--- config.mk ---
export PLATFORM = sky130hd
export DESIGN_NAME = iee_div
export DESIGN_NICKNAME = d
export VERILOG_FILES = /design/src/rtl/core/infix_expression_evaluator_unit_macros.svh /design/src/rtl/core/iee_div.sv
export SDC_FILE = /design/constraint.sdc
export NUM_CORES = 1
export LEC_CHECK = 0
export ABC_AREA = 0
export BUFFER_PORTS_ARGS = -buffer_cell sky130_fd_sc_hd__clkbuf_2
export CAP_MARGIN = 30
export CORE_MARGIN = 2
export CORE_UTILIZATION = 64
export DETAILED_ROUTE_END_ITERATION = 16
export GPL_ROUTABILITY_DRIVEN = 1
export PLACE_DENSITY = 0.87
export SETUP_SLACK_MARGIN = 0.2
export SKIP_LAST_GASP = 1
export SLEW_MARGIN = 40
export SYNTH_ARGS = -nofsm -noshare
export SYNTH_HDL_FRONTEND = slang
export SYNTH_SLANG_ARGS = --single-unit
--- constraint.sdc ---
create_clock -name i_clk -period 10.24 [get_ports i_clk]
set_input_delay 2.56 -clock i_clk [delete_from_list [all_inputs] [get_ports i_clk]]
set_output_delay 2.56 -clock i_clk [all_outputs]
set_load 0.01 [all_outputs]
--- src/rtl/core/infix_expression_evaluator_unit_macros.svh ---
// Assertion macros for the infix expression evaluator.
// Depends on nothing; included by the files that carry assertions.
`ifndef INFIX_EXPRESSION_EVALUATOR_UNIT_MACROS_SVH
`define INFIX_EXPRESSION_EVALUATOR_UNIT_MACROS_SVH

// Same-cycle implication, disabled while reset is asserted.
`define IEE_ASSERT_NOW(label, clk, rst_n, ante, cons, msg) \
    label: assert property (@(posedge clk) disable iff (!rst_n) (ante) |-> (cons)) \
        else $error(msg);

// Next-cycle implication, disabled while reset is asserted.
`define IEE_ASSERT_NEXT(label, clk, rst_n, ante, cons, msg) \
    label: assert property (@(posedge clk) disable iff (!rst_n) (ante) |=> (cons)) \
        else $error(msg);

`endif

--- src/rtl/core/iee_div.sv ---
// Signed 32-bit divider, truncating toward zero, one quotient bit per cycle.
// Depends on nothing outside this file.
module iee_div (
    input  logic        i_clk,
    input  logic        i_rst_n,
    input  logic        i_start,
    input  logic [31:0] i_dividend,
    input  logic [31:0] i_divisor,
    output logic        o_busy,
    output logic [31:0] o_quotient
);
    logic        r_busy;
    logic [4:0]  r_cnt;
    logic [31:0] r_rem;
    logic [31:0] r_quo;
    logic [31:0] r_den;
    logic        r_neg;
    logic [32:0] shifted;
    logic [32:0] diff;

    // one restoring step
    assign shifted = {r_rem, r_quo[31]};
    assign diff    = shifted - {1'b0, r_den};

    // busy flag
    always_ff @(posedge i_clk) begin
        if (!i_rst_n) begin
            r_busy <= 1'b0;
        end else if (i_start) begin
            r_busy <= 1'b1;
        end else if (r_busy && r_cnt == 5'd0) begin
            r_busy <= 1'b0;
        end
    end

    // magnitudes at start, then shift/subtract
    always_ff @(posedge i_clk) begin
        if (i_start) begin
            r_quo <= i_dividend[31] ? (32'd0 - i_dividend) : i_dividend;
            r_den <= i_divisor[31] ? (32'd0 - i_divisor) : i_divisor;
            r_neg <= i_dividend[31] ^ i_divisor[31];
            r_rem <= 32'd0;
            r_cnt <= 5'd31;
        end else if (r_busy) begin
            if (!diff[32]) begin
                r_rem <= diff[31:0];
                r_quo <= {r_quo[30:0], 1'b1};
            end else begin
                r_rem <= shifted[31:0];
                r_quo <= {r_quo[30:0], 1'b0};
            end
            r_cnt <= r_cnt - 5'd1;
        end
    end

    assign o_busy     = r_busy;
    assign o_quotient = r_neg ? (32'd0 - r_quo) : r_quo;
endmodule

# [Word-level counts from Yosys, hierarchy flattened]
# Index checks and enable logic that the tools add are counted.
# W data, S select, Z words.
[classes] n_addsub=5 muxes=9 bitwise=1 n_reduce_logical=4
[ops] cell="$mux W32" n=5
[ops] cell="$sub A1 B32 Y32 const A" n=3
[ops] cell="$sub A33 B32 Y33" n=1
[ops] cell="$mux W31" n=1
[ops] cell="$logic_not A5 Y1" n=1
[ops] cell="$sub A5 B1 Y5 const B" n=1
[ops] cell="$reduce_bool A2 Y1" n=2
[ops] cell="$mux W1" n=3
[ops] cell="$logic_and A1 B1 Y1" n=1
[ops] cell="$xor A1 B1 Y1" n=1
[word_totals] register_bits=103 in_bits=67 output_inout_bits=33 elab_cells=26

# [Longest topological paths before layout]
[logic_depth] depth_word=4 depth_mapped=14

# [Worst setup path before layout]
# OpenSTA, ideal clock, no wires.
[synth_path] path_kind="input port to flip-flop" from="input i_divisor[5]" to="register r_den[30] (data pin)" setup_time_ns=0.258 arrival_time_ns=5.717 required_time_ns=9.982 setup_slack_ns=4.265 stages=9 path_buffers=0 path_cell_list="or4_4 > or3_4 > or4_1 > or4_4 > or4_4 > or4_4 > or3_4 > o21ai_2 > xnor2_1"
[synth_between] elab_chain_len=2
[synth_lines] item="start, declared" line_no="iee_div.sv:8" source="input logic [31:0] i_divisor,"
[synth_lines] item="$sub A1 B32 Y32" line_no="iee_div.sv:40" source="r_den <= i_divisor[31] ? (32'd0 - i_divisor) : i_divisor;"
[synth_lines] item="$mux W31" line_no="iee_div.sv:40"
[synth_lines] item="end signal, assigned" line_no="iee_div.sv:40"
[synth_lines] item="end, declared" line_no="iee_div.sv:16" source="logic [31:0] r_den;"
# No other way between the ends.
# A chain may end at the register's enable or synchronous reset.

# [Worst setup path after layout]
# Same ends and word-level chain as after synthesis.

==> results.cfg <==
[cells_and_area]
final_nets = 1055
antenna_cells = 0
syn2layout_area_growth_pct = 11.7
final_cells = 1103
drive_gt1_share_pct = 14.5

[timing]
finalClockSkew_ps = 11.9
hold_viol_final = 0
whs_ps = 501
min_period_ps = 5900
max-slew-margin-rel_pct = 54.6
rsz0062_at_grt = no
setup_tns_ps = 0
setup_violations = 0
tightest_slew_ps = 681
max_freq_mhz = 169
drv_slew = 0
period_share_pct = 57.6

[global_routing]
gr-total-overflow = 0
antenna_found_initial = 0
grt_max_degree = 75
grt_first_pass_wirelength_um = 28500
grt_pass1_vias = 6293
grt_use_total_pct = 27.2

[setup_path]
crit_slowest_cell = or4_4
reg2reg_setup_slack_ps = 6310
crit_path_start_kind = input pin
crit_cells = 10
timing.rr.start = r_quo[31]
cp.required_ps = 10360
critical_path_class = in2reg
startpoint = i_divisor[5]
crit_end = r_den[30]
timing.reg2reg.worst_path_depth = 13
cp.arrival_ps = 6020
r2r-end = r_rem[4]
path_max_fanout = 4
max_stage_delay_ps = 540
crit_top_cell = or4_4
crit_family = simple AND/OR/NAND/NOR gates
cp_num_buf_inv = 1
end_kind = flip-flop
critical_path.cell_chain = clkbuf_2, or4_4, or3_4, or4_1, or4_4, or4_4, or4_4, or3_4, o21ai_2, xnor2_1

[clocking]
cts_sinks = 103
h-tree-depth = 3
clockRootBuffer = clkbuf_16
clk_pin_slew_ps = 80
clk_latency_ps = 370
post_cts_buffers = 0
cts_hold_buf = 0
cts.repair.resized = 0
cts_tree = done
cts_buffer_depth = 2
numCtsBuffers = 9

[min_path]
hold_class = reg2reg
worstHoldPathCells = 2

[placement]
gp_congestion = 0.919
place_inst = 1086
io_buffers = 99
place_hpwl_um = 12500

[yosys]
async_flop_share_pct = 0
synth_top_area_share_pct = 25.3
syn_inst = 871
synth_edf_count = 65
synth_most_common_cell = xnor2_1
synth_commonest_cells = xnor2_1, nor2_1, edfxtp_1
yosys-top-cells-area = edfxtp_1, dfxtp_1, xnor2_1
synth_nets = 975
ys.flop_type = edfxtp_1
syn-mean-instance-area_um2 = 8.85
ys_ff_latch = 103
netlist_area_mm2 = 0.00771
synthDistinctLibCells = 55
ys_seq_area_share_pct = 35.2
yosys_warnings = 0
yosys.area.top_type = edfxtp_1

[route]
vias = 6699
drtPass1Iterations = 4
routed_via_density = 6.07
post_drt_wl_per_cell_um = 15.4
wl_um = 17000
drc = 0
drt_iter0_markers = 515
detail-route-antenna-nets = 0

[pwr]
leakagePower_nw = 3.50
ir_worst_vdd_uv = 94.9
p_per_area_mw_per_mm2 = 156

[job]
max_cap_violations = 0

[floorplanning]
die_x_um = 114
row_count = 40
fp.dieH_um = 114
core_mm2 = 0.0119
die_area_mm2 = 0.0129
io_pins = 100
start_util_pct = 65.0

[run_status]
outcome = completed
[per-stage QoR]
step	area (um^2)	total power [mW]	worst slack, ps	utilization [%]
after floorplan	7710	0.874	4270	-
after global placement	8280	0.988	3990	69.8
after detailed placement	8300	1.00	3970	70.0
after CTS	8590	1.34	4350	72.4
after global routing	8610	1.42	4230	72.6
final	8610	1.34	4340	72.6
[power by group]
part	total (mW)	leakage [nW]	switching (mW)	internal [mW]
Combinational	0.469	2.41	0.264	0.205
Sequential	0.532	0.951	0.0386	0.493
Clock	0.339	0.139	0.169	0.170
Total	1.34	3.50	0.471	0.869
[cell families (layout without fill, tap and decap cells)]
family | Yosys count | after routing | share of synthesized area (%)
multiplexers | 27 | 27 | 3.52
XOR/XNOR | 118 | 118 | 13.4
AND/OR/NAND/NOR | 264 | 264 | 17.6
AO/OA/AOI/OAI | 238 | 238 | 20.1
adder cells (fa/ha/maj) | 37 | 37 | 6.10
buffers and inverters | 84 | 169 | 4.16
flip-flops | 103 | 103 | 35.2
[per-layer routing]
| layer | GRT usage [%] | wire length (um) | vias up |
|---|---|---|---|
| li1 | - | - | 3359 |
| met1 | 34.4 | 7260 | 3098 |
| met2 | 45.9 | 8370 | 211 |
| met4 | 9.84 | 346 | 0 |
| met3 | 6.22 | 1020 | 31 |
| met5 | 0 | 0 | - |
[state kept, by name, indices dropped and copies added (netlist names)]
| signal | flops |
|---|---|
| o_busy | 1 |
| r_den | 32 |
| r_cnt | 5 |
| r_rem | 32 |
| r_quo | 32 |
| r_neg | 1 |
[worst min-delay path, cell delays in order, from the launching register on]
cell and delay (ps):
dfxtp_1 340, xnor2_1 70, nand2_1 60
[worst min path at each step]
| stage | start | to |
|---|---|---|
| 6_report | r_cnt[3] | r_cnt[3] |
| 3_3_place_gp | r_cnt[3] | r_cnt[3] |
| 3_5_place_dp | r_cnt[3] | r_cnt[3] |
| 4_1_cts | r_cnt[3] | r_cnt[3] |
| 2_1_floorplan | r_cnt[3] | r_cnt[3] |
| 5_1_grt | r_rem[2] | r_rem[2] |
[cells in the final DEF (no fill, tap or decap), drive strengths merged, types with 18 or more instances in the layout]
cell type,Yosys,layout
a21oi,61,61
clkbuf,33,107
nor2,76,76
xor2,37,37
xnor2,81,81
nand2,56,56
nand2b,23,23
edfxtp,65,65
a211oi,26,26
o31ai,29,29
or3,21,21
a21o,18,18
o21ai,53,53
ha,36,36
mux2i,26,26
or4,18,18
inv,47,51
dfxtp,38,38
[final cells by class]
class | instances | area, um^2
Clock buffer | 9 | 225
Clock inverter | 7 | 62.6
Fill cell | 911 | 3260
Inverter | 47 | 176
Multi-Input combinational cell | 684 | 4670
Sequential cell | 103 | 2710
Tap cell | 147 | 184
Timing Repair Buffer | 106 | 571
Power figures use the tool's default switching activity.
