--- src/rtl/core/infix_expression_evaluator_unit_macros.svh ---
// Assertion macros for the infix expression evaluator.
// Depends on nothing; included by the files that carry assertions.
`ifndef INFIX_EXPRESSION_EVALUATOR_UNIT_MACROS_SVH
`define INFIX_EXPRESSION_EVALUATOR_UNIT_MACROS_SVH

// Same-cycle implication, disabled while reset is asserted.
`define IEE_ASSERT_NOW(label, clk, rst_n, ante, cons, msg) \
    label: assert property (@(posedge clk) disable iff (!rst_n) (ante) |-> (cons)) \
        else $error(msg);

// Next-cycle implication, disabled while reset is asserted.
`define IEE_ASSERT_NEXT(label, clk, rst_n, ante, cons, msg) \
    label: assert property (@(posedge clk) disable iff (!rst_n) (ante) |=> (cons)) \
        else $error(msg);

`endif

--- src/rtl/core/iee_pkg.sv ---
// Shared types, codes and the microcode ROM of the infix expression evaluator.
// Depends on nothing; used by iee_seq and the top level of the block.
package iee_pkg;

    // Token actions
    localparam logic [2:0] ACT_OPERAND  = 3'd0;
    localparam logic [2:0] ACT_OPERATOR = 3'd1;
    localparam logic [2:0] ACT_OPEN     = 3'd2;
    localparam logic [2:0] ACT_CLOSE    = 3'd3;
    localparam logic [2:0] ACT_END      = 3'd4;

    // Operator codes; the open-paren marker sits on the operator stack too
    localparam logic [2:0] OP_MUL   = 3'd0;
    localparam logic [2:0] OP_DIV   = 3'd1;
    localparam logic [2:0] OP_SUB   = 3'd2;
    localparam logic [2:0] OP_ADD   = 3'd3;
    localparam logic [2:0] OP_AND   = 3'd4;
    localparam logic [2:0] OP_XOR   = 3'd5;
    localparam logic [2:0] OP_OR    = 3'd6;
    localparam logic [2:0] OP_PAREN = 3'd7;

    // Status codes
    localparam logic [1:0] ST_OK        = 2'd0;
    localparam logic [1:0] ST_DIV_ZERO  = 2'd1;
    localparam logic [1:0] ST_OVERFLOW  = 2'd2;
    localparam logic [1:0] ST_MALFORMED = 2'd3;

    typedef struct packed {
        logic [2:0]         action;
        logic signed [31:0] operand_value;
        logic [2:0]         operator_code;
    } t_token;

    typedef struct packed {
        logic signed [31:0] result_value;
        logic [1:0]         status;
    } t_result;

    // Datapath micro-operations
    typedef enum logic [3:0] {
        U_NOP,
        U_FLAG_BAD,
        U_PUSH_VAL,
        U_PUSH_PAREN,
        U_PUSH_OPR,
        U_POP_OPR,
        U_REDUCE_POP,
        U_EXEC,
        U_PUSH_RES,
        U_EMIT
    } t_uop;

    // Sequencer branch conditions
    typedef enum logic [3:0] {
        C_NONE,
        C_ALWAYS,
        C_ERR,
        C_EXP,
        C_NEXP,
        C_CODE_BAD,
        C_NOT_PREC,
        C_NOT_TOPOP,
        C_OPR_EMPTY,
        C_TOP_PAREN,
        C_OUT_BUSY,
        C_DIV_BUSY,
        C_CALL,
        C_RET,
        C_DISPATCH
    } t_cond;

    localparam int USTEP_W = 6;
    typedef logic [USTEP_W-1:0] t_ustep;

    typedef struct packed {
        t_uop   uop;
        t_cond  cond;
        t_ustep target;
    } t_uword;

    // Status bits the datapath hands to the sequencer
    typedef struct packed {
        logic err;
        logic want_opd;
        logic code_bad;
        logic not_prec;
        logic not_topop;
        logic opr_empty;
        logic top_paren;
        logic out_busy;
        logic div_busy;
    } t_uflags;

    // Microcode addresses
    localparam t_ustep S_WAIT      = 6'd0;
    localparam t_ustep S_BAD       = 6'd1;
    localparam t_ustep S_OPD       = 6'd2;
    localparam t_ustep S_OPD_PUSH  = 6'd3;
    localparam t_ustep S_OPEN      = 6'd4;
    localparam t_ustep S_OPEN_PUSH = 6'd5;
    localparam t_ustep S_OPR       = 6'd6;
    localparam t_ustep S_OPR_CODE  = 6'd7;
    localparam t_ustep S_OPR_LOOP  = 6'd8;
    localparam t_ustep S_OPR_CALL  = 6'd9;
    localparam t_ustep S_OPR_ERR   = 6'd10;
    localparam t_ustep S_OPR_BACK  = 6'd11;
    localparam t_ustep S_OPR_PUSH  = 6'd12;
    localparam t_ustep S_CLOSE     = 6'd13;
    localparam t_ustep S_CL_LOOP   = 6'd14;
    localparam t_ustep S_CL_CALL   = 6'd15;
    localparam t_ustep S_CL_ERR    = 6'd16;
    localparam t_ustep S_CL_BACK   = 6'd17;
    localparam t_ustep S_CL_POP    = 6'd18;
    localparam t_ustep S_CL_DROP   = 6'd19;
    localparam t_ustep S_END       = 6'd20;
    localparam t_ustep S_END_FLAG  = 6'd21;
    localparam t_ustep S_END_LOOP  = 6'd22;
    localparam t_ustep S_END_EMPTY = 6'd23;
    localparam t_ustep S_END_PAREN = 6'd24;
    localparam t_ustep S_END_CALL  = 6'd25;
    localparam t_ustep S_END_BACK  = 6'd26;
    localparam t_ustep S_END_BAD   = 6'd27;
    localparam t_ustep S_END_OUT   = 6'd28;
    localparam t_ustep S_END_EMIT  = 6'd29;
    localparam t_ustep S_RED       = 6'd30;
    localparam t_ustep S_RED_CHK   = 6'd31;
    localparam t_ustep S_RED_EXEC  = 6'd32;
    localparam t_ustep S_RED_WAIT  = 6'd33;
    localparam t_ustep S_RED_PUSH  = 6'd34;
    localparam t_ustep S_RED_RET   = 6'd35;

    function automatic t_uword uw(t_uop u, t_cond c, t_ustep t);
        t_uword w;
        w.uop    = u;
        w.cond   = c;
        w.target = t;
        return w;
    endfunction

    // Microcode ROM: one control word per step
    function automatic t_uword ucode(t_ustep step);
        t_uword w;
        unique case (step)
            S_WAIT:      w = uw(U_NOP,        C_DISPATCH,  S_WAIT);
            S_BAD:       w = uw(U_FLAG_BAD,   C_ALWAYS,    S_WAIT);
            // operand
            S_OPD:       w = uw(U_NOP,        C_NEXP,      S_BAD);
            S_OPD_PUSH:  w = uw(U_PUSH_VAL,   C_ALWAYS,    S_WAIT);
            // open paren
            S_OPEN:      w = uw(U_NOP,        C_NEXP,      S_BAD);
            S_OPEN_PUSH: w = uw(U_PUSH_PAREN, C_ALWAYS,    S_WAIT);
            // operator: reduce while stacked level is equal or tighter
            S_OPR:       w = uw(U_NOP,        C_EXP,       S_BAD);
            S_OPR_CODE:  w = uw(U_NOP,        C_CODE_BAD,  S_BAD);
            S_OPR_LOOP:  w = uw(U_NOP,        C_NOT_PREC,  S_OPR_PUSH);
            S_OPR_CALL:  w = uw(U_NOP,        C_CALL,      S_RED);
            S_OPR_ERR:   w = uw(U_NOP,        C_ERR,       S_WAIT);
            S_OPR_BACK:  w = uw(U_NOP,        C_ALWAYS,    S_OPR_LOOP);
            S_OPR_PUSH:  w = uw(U_PUSH_OPR,   C_ALWAYS,    S_WAIT);
            // close paren: reduce down to the marker, then drop it
            S_CLOSE:     w = uw(U_NOP,        C_EXP,       S_BAD);
            S_CL_LOOP:   w = uw(U_NOP,        C_NOT_TOPOP, S_CL_POP);
            S_CL_CALL:   w = uw(U_NOP,        C_CALL,      S_RED);
            S_CL_ERR:    w = uw(U_NOP,        C_ERR,       S_WAIT);
            S_CL_BACK:   w = uw(U_NOP,        C_ALWAYS,    S_CL_LOOP);
            S_CL_POP:    w = uw(U_NOP,        C_OPR_EMPTY, S_BAD);
            S_CL_DROP:   w = uw(U_POP_OPR,    C_ALWAYS,    S_WAIT);
            // end: reduce everything, then emit
            S_END:       w = uw(U_NOP,        C_NEXP,      S_END_LOOP);
            S_END_FLAG:  w = uw(U_FLAG_BAD,   C_NONE,      S_WAIT);
            S_END_LOOP:  w = uw(U_NOP,        C_ERR,       S_END_OUT);
            S_END_EMPTY: w = uw(U_NOP,        C_OPR_EMPTY, S_END_OUT);
            S_END_PAREN: w = uw(U_NOP,        C_TOP_PAREN, S_END_BAD);
            S_END_CALL:  w = uw(U_NOP,        C_CALL,      S_RED);
            S_END_BACK:  w = uw(U_NOP,        C_ALWAYS,    S_END_LOOP);
            S_END_BAD:   w = uw(U_FLAG_BAD,   C_NONE,      S_WAIT);
            S_END_OUT:   w = uw(U_NOP,        C_OUT_BUSY,  S_END_OUT);
            S_END_EMIT:  w = uw(U_EMIT,       C_ALWAYS,    S_WAIT);
            // reduce subroutine: pop operator and two operands, push result
            S_RED:       w = uw(U_REDUCE_POP, C_NONE,      S_WAIT);
            S_RED_CHK:   w = uw(U_NOP,        C_ERR,       S_RED_RET);
            S_RED_EXEC:  w = uw(U_EXEC,       C_NONE,      S_WAIT);
            S_RED_WAIT:  w = uw(U_NOP,        C_DIV_BUSY,  S_RED_WAIT);
            S_RED_PUSH:  w = uw(U_PUSH_RES,   C_NONE,      S_WAIT);
            S_RED_RET:   w = uw(U_NOP,        C_RET,       S_WAIT);
            default:     w = uw(U_NOP,        C_ALWAYS,    S_WAIT);
        endcase
        return w;
    endfunction

    // Binding strength, larger is tighter
    function automatic logic [2:0] op_level(logic [2:0] op);
        logic [2:0] lv;
        case (op)
            OP_MUL, OP_DIV: lv = 3'd4;
            OP_SUB, OP_ADD: lv = 3'd3;
            OP_AND:         lv = 3'd2;
            OP_XOR:         lv = 3'd1;
            default:        lv = 3'd0;
        endcase
        return lv;
    endfunction

endpackage

--- src/rtl/core/iee_seq.sv ---
// Microcode sequencer: step counter, return register and branch logic.
// Depends on iee_pkg for the control word, flags and the microcode ROM.
module iee_seq (
    input  logic             i_clk,
    input  logic             i_rst_n,
    input  iee_pkg::t_uflags i_flags,
    input  logic             i_take,
    input  logic [2:0]       i_action,
    output iee_pkg::t_uword  o_uword,
    output logic             o_idle
);
    import iee_pkg::*;

    t_ustep r_step;
    t_ustep n_step;
    t_ustep r_ret;
    t_ustep n_ret;
    t_ustep step_inc;
    t_uword word;

    // entry point for an accepted item; after an error only end is handled
    function automatic t_ustep dispatch(logic [2:0] act, logic err);
        t_ustep s;
        if (err && act != ACT_END) begin
            s = S_WAIT;
        end else begin
            case (act)
                ACT_OPERAND:  s = S_OPD;
                ACT_OPERATOR: s = S_OPR;
                ACT_OPEN:     s = S_OPEN;
                ACT_CLOSE:    s = S_CLOSE;
                ACT_END:      s = S_END;
                default:      s = S_BAD;
            endcase
        end
        return s;
    endfunction

    assign word     = ucode(r_step);
    assign step_inc = r_step + t_ustep'(1);

    // next step
    always_comb begin
        n_step = step_inc;
        n_ret  = r_ret;
        unique case (word.cond)
            C_NONE:      n_step = step_inc;
            C_ALWAYS:    n_step = word.target;
            C_ERR:       if (i_flags.err)       n_step = word.target;
            C_EXP:       if (i_flags.want_opd)  n_step = word.target;
            C_NEXP:      if (!i_flags.want_opd) n_step = word.target;
            C_CODE_BAD:  if (i_flags.code_bad)  n_step = word.target;
            C_NOT_PREC:  if (i_flags.not_prec)  n_step = word.target;
            C_NOT_TOPOP: if (i_flags.not_topop) n_step = word.target;
            C_OPR_EMPTY: if (i_flags.opr_empty) n_step = word.target;
            C_TOP_PAREN: if (i_flags.top_paren) n_step = word.target;
            C_OUT_BUSY:  if (i_flags.out_busy)  n_step = word.target;
            C_DIV_BUSY:  if (i_flags.div_busy)  n_step = word.target;
            C_CALL: begin
                n_step = word.target;
                n_ret  = step_inc;
            end
            C_RET:       n_step = r_ret;
            C_DISPATCH:  n_step = i_take ? dispatch(i_action, i_flags.err) : r_step;
            default:     n_step = S_WAIT;
        endcase
    end

    always_ff @(posedge i_clk) begin
        if (!i_rst_n) begin
            r_step <= S_WAIT;
            r_ret  <= S_WAIT;
        end else begin
            r_step <= n_step;
            r_ret  <= n_ret;
        end
    end

    assign o_uword = word;
    assign o_idle  = (word.cond == C_DISPATCH);
endmodule

--- config.mk ---
export PLATFORM = sky130hd
export DESIGN_NAME = iee_seq
export DESIGN_NICKNAME = d
export VERILOG_FILES = /design/src/rtl/core/infix_expression_evaluator_unit_macros.svh /design/src/rtl/core/iee_pkg.sv /design/src/rtl/core/iee_seq.sv
export SDC_FILE = /design/constraint.sdc
export NUM_CORES = 1
export LEC_CHECK = 0
export BUFFER_PORTS_ARGS = -buffer_cell sky130_fd_sc_hd__buf_2
export CORE_UTILIZATION = 47
export DETAILED_ROUTE_END_ITERATION = 7
export PLACE_DENSITY = 0.66
export SYNTH_ARGS = -nofsm -noshare
export SYNTH_HDL_FRONTEND = slang
export SYNTH_SLANG_ARGS = --single-unit
--- constraint.sdc ---
create_clock -name i_clk -period 3.3 [get_ports i_clk]
set_input_delay 0.33 -clock i_clk [delete_from_list [all_inputs] [get_ports i_clk]]
set_output_delay 0.33 -clock i_clk [all_outputs]
set_load 0.1 [all_outputs]
### Word level (Yosys, flattened, before mapping)

Memories as Yosys holds them, arrays and structs flattened. A register that Yosys moved wholly into a read port is not among the register bits.
Cells that the tools add are included.
Widths: inputs -> output; s select.

| cells by class | value |
|---|---|
| $add $sub $neg | 1 |
| equal/unequal tests | 20 |
| mux-type cells | 16 |
| reduce and logical (&&, ||, !) cells | 4 |

Operators with widths:

| cell | number |
|---|---|
| $pmux 6 s14 | 1 |
| $mux 6 | 13 |
| $eq 4x4->1 const B | 7 |
| $pmux 5 s5 | 1 |
| $eq 4x3->1 const B | 4 |
| $eq 4x2->1 const B | 2 |
| $add 6x1->6 const B | 1 |
| $eq 3x2->1 const B | 2 |
| $mux 5 | 1 |
| $eq 4x1->1 const B | 1 |
| $logic_not 4->1 | 1 |
| $eq 3x1->1 const B | 1 |
| $eq 3x3->1 const B | 1 |
| $logic_not 3->1 | 1 |
| $ne 3x3->1 const B | 1 |
| $ne 2x2->1 const B | 1 |
| $reduce_or 2->1 | 1 |
| $logic_and 1x1->1 | 1 |

| storage, ports and cells | value |
|---|---|
| flip-flop bits (word level) | 12 |
| memory bits (read-only) | 896 |
| input bits | 15 |
| output and inout bits | 15 |
| memories kept | 1 |

Memories:

| name | words | width | rd ports | clocked after memory_dff | write ports | RTL line | RTL |
|---|---|---|---|---|---|---|---|
| (name not given) | 64 | 14 | 1 | 1 | 0 | iee_pkg.sv:143 | `unique case (step)` |

### Longest topological paths before layout

| logic depth | value |
|---|---|
| word-level depth | 7 |
| gate-level depth with buffers | 14 |
| mapped depth without buffers | 12 |

### Worst setup path before layout

OpenSTA, ideal clock, no wires.

| timing path | value |
|---|---|
| path type | reg2reg |
| start | register, netlist name o_uword[6] |
| end | register, netlist name o_uword[9] |
| setup time | 0.116 ns |
| arrival | 3.505 ns |
| data required time | 3.184 ns |
| path slack | -0.322 ns |
| cell stages (with the launch flop) | 13 |
| buffers on the path | 2 |
| clock period less this slack | 3.622 ns |
| path through | dfxtp_1 buf_4 or3b_1 a21oi_1 or2_4 o31ai_1 a31oi_2 inv_1 ha_1 clkbuf_1 a21oi_1 nor2_1 o211a_1 |

| between the ends | value |
|---|---|
| word-level cells in the longest chain between the ends | 5 |
| elaborated cells on any way between the ends | 20 |

RTL lines:

| element | RTL line | RTL |
|---|---|---|
| $eq 4x4->1 / $eq 4x1->1 (equally long branches) | iee_seq.sv:46 | `unique case (word.cond)` |
| $reduce_or 2->1 (no source line) | -- |  |
| $pmux 6 s14 | iee_seq.sv:46 |  |
| $mux 6 (no source line) * (2 in a row) | -- |  |

Every way passes the cells marked *; elsewhere a longest branch is shown, timed or not.
A chain may end at the register's enable or synchronous reset.

### Worst setup path in the final report

| timing path | value |
|---|---|
| start | register, netlist name o_uword[9] |
| end | register, netlist name o_uword[7] |

| between the ends | value |
|---|---|
| word-level cells in the longest chain between the ends | 5 |
| elaborated cells on any way between the ends | 20 |

RTL lines:

| element | RTL line |
|---|---|
| $eq 4x4->1 / $eq 4x1->1 (equally long branches) | iee_seq.sv:46 |
| $reduce_or 2->1 (no source line) | -- |
| $pmux 6 s14 | iee_seq.sv:46 |
| $mux 6 (no source line) * (2 in a row) | -- |

Marks and branches as above.

==> flow_summary.json <==
{
  "status": "completed",
  "crit_path_end_kind": "register",
  "switching_share": 0.511,
  "cp-endpoint": "o_uword[7]",
  "drc": 0,
  "syn_inst": 301,
  "clk_path_buf_depth": 2,
  "avgSynthCellArea_um2": 8.16,
  "yosys_warnings": 0,
  "initial_core_util": 0.503,
  "dp_cells": 388,
  "dr.pass1.iters": 5,
  "fin_nets": 350,
  "ctsRootBufferMaster": "clkbuf_8",
  "irDropWorstVdd_mv": 0.334,
  "r2r_setup_slack_ns": 0.26,
  "insertion_delay_ns": 0.28,
  "fmax_mhz": 329,
  "antenna_found_initial": 0,
  "finalWeightedCongestion": 0.910,
  "fp.coreArea_um2": 4880,
  "postCtsSetupBuffers": 0,
  "relSlewSlack": 0.655,
  "finalSetupTns_ns": 0,
  "cts_tree": "yes",
  "cts_resized": 0,
  "wl_per_cell_um": 18.1,
  "rsz0062_at_grt": "no",
  "fin_skew_ns": 0.00684,
  "ys_seq_area_frac": 0.212,
  "hp-class": "in2reg",
  "synth_edf_count": 0,
  "grt_start_max_net_pins": 29,
  "setup_viol": 0,
  "io_pins": 30,
  "synth_area_um2": 2450,
  "place_area_um2": 2620,
  "vias": 2482,
  "intPower_w": 0.000846,
  "layout_min_cycle_time_ns": 3.04,
  "critPathArrivalTime_ns": 3.19,
  "required_ns": 3.46,
  "cp-start-kind": "register",
  "cts_buffers": 3,
  "clkPwrFrac": 0.158,
  "path_class": "reg2reg",
  "h-tree-depth": 1,
  "async_flop_share": 0,
  "drv_cap": 0,
  "num_rows": 25,
  "switchingPower_w": 0.000883,
  "sequentialPowerShare": 0.280,
  "finalHoldViolCount": 0,
  "port_buffers": 29,
  "clkTransAtPathRegs_ns": 0.09,
  "min_period_over_period": 0.920,
  "finalWirelength_um": 7110,
  "hold_buffers": 0,
  "dpl.hpwl_um": 5230,
  "grt_pass1_vias": 2184,
  "ant_nets": 0,
  "comb_power_share": 0.562,
  "finalPower_w": 0.00173,
  "synth_ff_type": "dfxtp_1",
  "final_cell_area_um2": 2690,
  "powerDensity_nw_per_um2": 642,
  "die_x_um": 74.3,
  "gr-usage-all-layers": 0.269,
  "synth_cell_type_count": 75,
  "reg2reg_depth": 10,
  "p_leak_nw": 1.10,
  "grt_pass1_wl_um": 11200,
  "setup_ws_ns": 0.264,
  "reg2reg_from": "o_uword[9]",
  "area_growth_pct": 9.73,
  "drive_gt1_frac": 0.206,
  "startpoint": "o_uword[9]",
  "drtIter0Drc": 332,
  "die_area_um2": 5520,
  "synth_nets": 325,
  "antenna_cells": 0,
  "worst_pin_slew_ns": 0.515,
  "ys_ff_latch": 26,
  "drv_slew": 0,
  "layout.cells.non_filler": 392,
  "vias_per_cell": 6.33,
  "grt_overflow": 0,
  "worstReg2RegEnd": "o_uword[7]",
  "path_max_fanout": 22,
  "die_height_um": 74.3,
  "clock-sinks": 26,
  "place_ws_ns": 0.350
}
[worst max-delay path: stages (launching register included)]
cell and delay (ns):
dfxtp_2 0.58, mux2i_1 0.16, or3b_1 0.22, o22ai_1 0.09, nor4_1 0.48, a31oi_2 0.19
buf_4 0.21, ha_1 0.35, o31a_1 0.12, o2111a_1 0.23, a211o_1 0.30
[synth_stat cells (all sizes together), types with 2 or more instances]
master | number | area [µm²]
a211o | 2 | 17.5
a211oi | 6 | 50.1
a21boi | 3 | 26.3
a21oi | 12 | 60.1
a22o | 5 | 43.8
a22oi | 2 | 15.0
a311oi | 3 | 26.3
a31oi | 5 | 37.5
a32oi | 4 | 35.0
and2 | 2 | 12.5
and3 | 2 | 12.5
and4b | 2 | 20.0
buf | 16 | 126
clkbuf | 2 | 7.51
clkinv | 2 | 8.75
dfxtp | 26 | 521
ha | 9 | 113
inv | 14 | 52.6
mux2i | 15 | 150
nand2 | 14 | 52.6
nand2b | 9 | 58.8
nand3 | 16 | 80.1
nand3b | 7 | 52.6
nand4b | 2 | 17.5
nor2 | 24 | 95.1
nor2b | 4 | 25.0
nor3 | 8 | 40.0
nor3b | 5 | 37.5
nor4 | 4 | 25.0
o2111ai | 3 | 26.3
o211a | 2 | 20.0
o211ai | 7 | 57.6
o21ai | 17 | 96.3
o22ai | 5 | 31.3
o2bb2ai | 3 | 26.3
o31a | 3 | 26.3
o31ai | 4 | 35.0
o32a | 2 | 32.5
or2 | 3 | 23.8
or3b | 4 | 35.0
xor2 | 5 | 43.8
[layout by cell type, fill, tap and decap left out, types with 3 or more instances in the layout]
cell type,netlist,final
o31ai_1,3,3
nand3_1,16,16
o2bb2ai_1,3,3
o22ai_1,5,5
a311oi_1,3,3
o21ai_0,9,9
dfxtp_1,26,22
mux2i_1,15,15
o2111ai_1,3,3
o211ai_1,6,6
nor2b_1,4,4
nand2_1,14,14
inv_2,4,4
nand2b_1,8,8
nor2_1,22,22
clkbuf_8,0,3
a32oi_1,4,4
ha_1,9,9
buf_4,4,9
dfxtp_2,0,4
nor3_1,8,8
o21ai_1,7,7
a21oi_1,12,12
or3b_1,4,4
xor2_1,5,5
a31oi_1,4,4
a211oi_1,5,5
nor4_1,4,4
nand3b_1,7,7
inv_1,10,10
nor3b_1,5,5
a22o_1,5,5
o31a_1,3,3
buf_2,5,29
[state kept, by name, indices dropped and copies added (netlist names)]
register	cells
o_uword	14
r_step	6
r_ret	6
[how the worst min path moves through the flow]
stage,from,to,slack [ns],cells after the start
final,i_rst_n,o_uword[8],0.44,3
after global routing,i_rst_n,o_uword[8],0.44,3
after CTS,i_rst_n,o_uword[8],0.43,3
after detailed placement,r_ret[2],r_ret[2],0.50,2
after global placement,r_ret[2],r_ret[2],0.48,2
after floorplan,r_ret[0],r_ret[0],0.46,2
[final cells by class]
cell class | instances | area (µm²)
timing repair buffer | 38 | 213
inverter | 16 | 61.3
clock buffer | 3 | 41.3
sequential | 26 | 526
clock inverter | 1 | 30.0
tap | 67 | 83.8
fill | 463 | 2190
multi-input combinational | 241 | 1740
[power by group through the flow]
stage          combinational, W  clock (W)  sequential (W)
3_5_place_dp           0.000959          0        0.000488
2_1_floorplan          0.000692          0        0.000581
3_3_place_gp           0.000960          0        0.000486
5_1_grt                 0.00105   0.000283        0.000497
4_1_cts                0.000962   0.000279        0.000479
6_report               0.000972   0.000273        0.000484
[layer usage]
layer | global-route usage | routed length, µm | vias to the layer above
li1 | - | - | 1207
met1 | 0.357 | 3140 | 1150
met2 | 0.457 | 3370 | 116
met3 | 0.0420 | 513 | 9
met4 | 0.0671 | 87 | 0
met5 | 0 | 0 | -
[kinds of logic (layout without fill, tap and decap cells)]
family,after synthesis,after routing,synth area share
AOI/OAI and AO/OA,101,101,0.323
xor gates and xnor gates,5,5,0.0178
adders and majority gates,9,9,0.0459
buffers and inverters,34,58,0.0795
DFF,26,26,0.212
muxes,16,16,0.0657
and+or+nand+nor,110,110,0.256
[stage by stage]
stage | hold slack (ns) | util
floorplan | 0.461 | -
global placement | 0.482 | 0.537
detailed placement | 0.502 | 0.537
CTS | 0.433 | 0.552
global route | 0.444 | 0.552
finish | 0.441 | 0.552
Power figures use the tool's default switching activity.
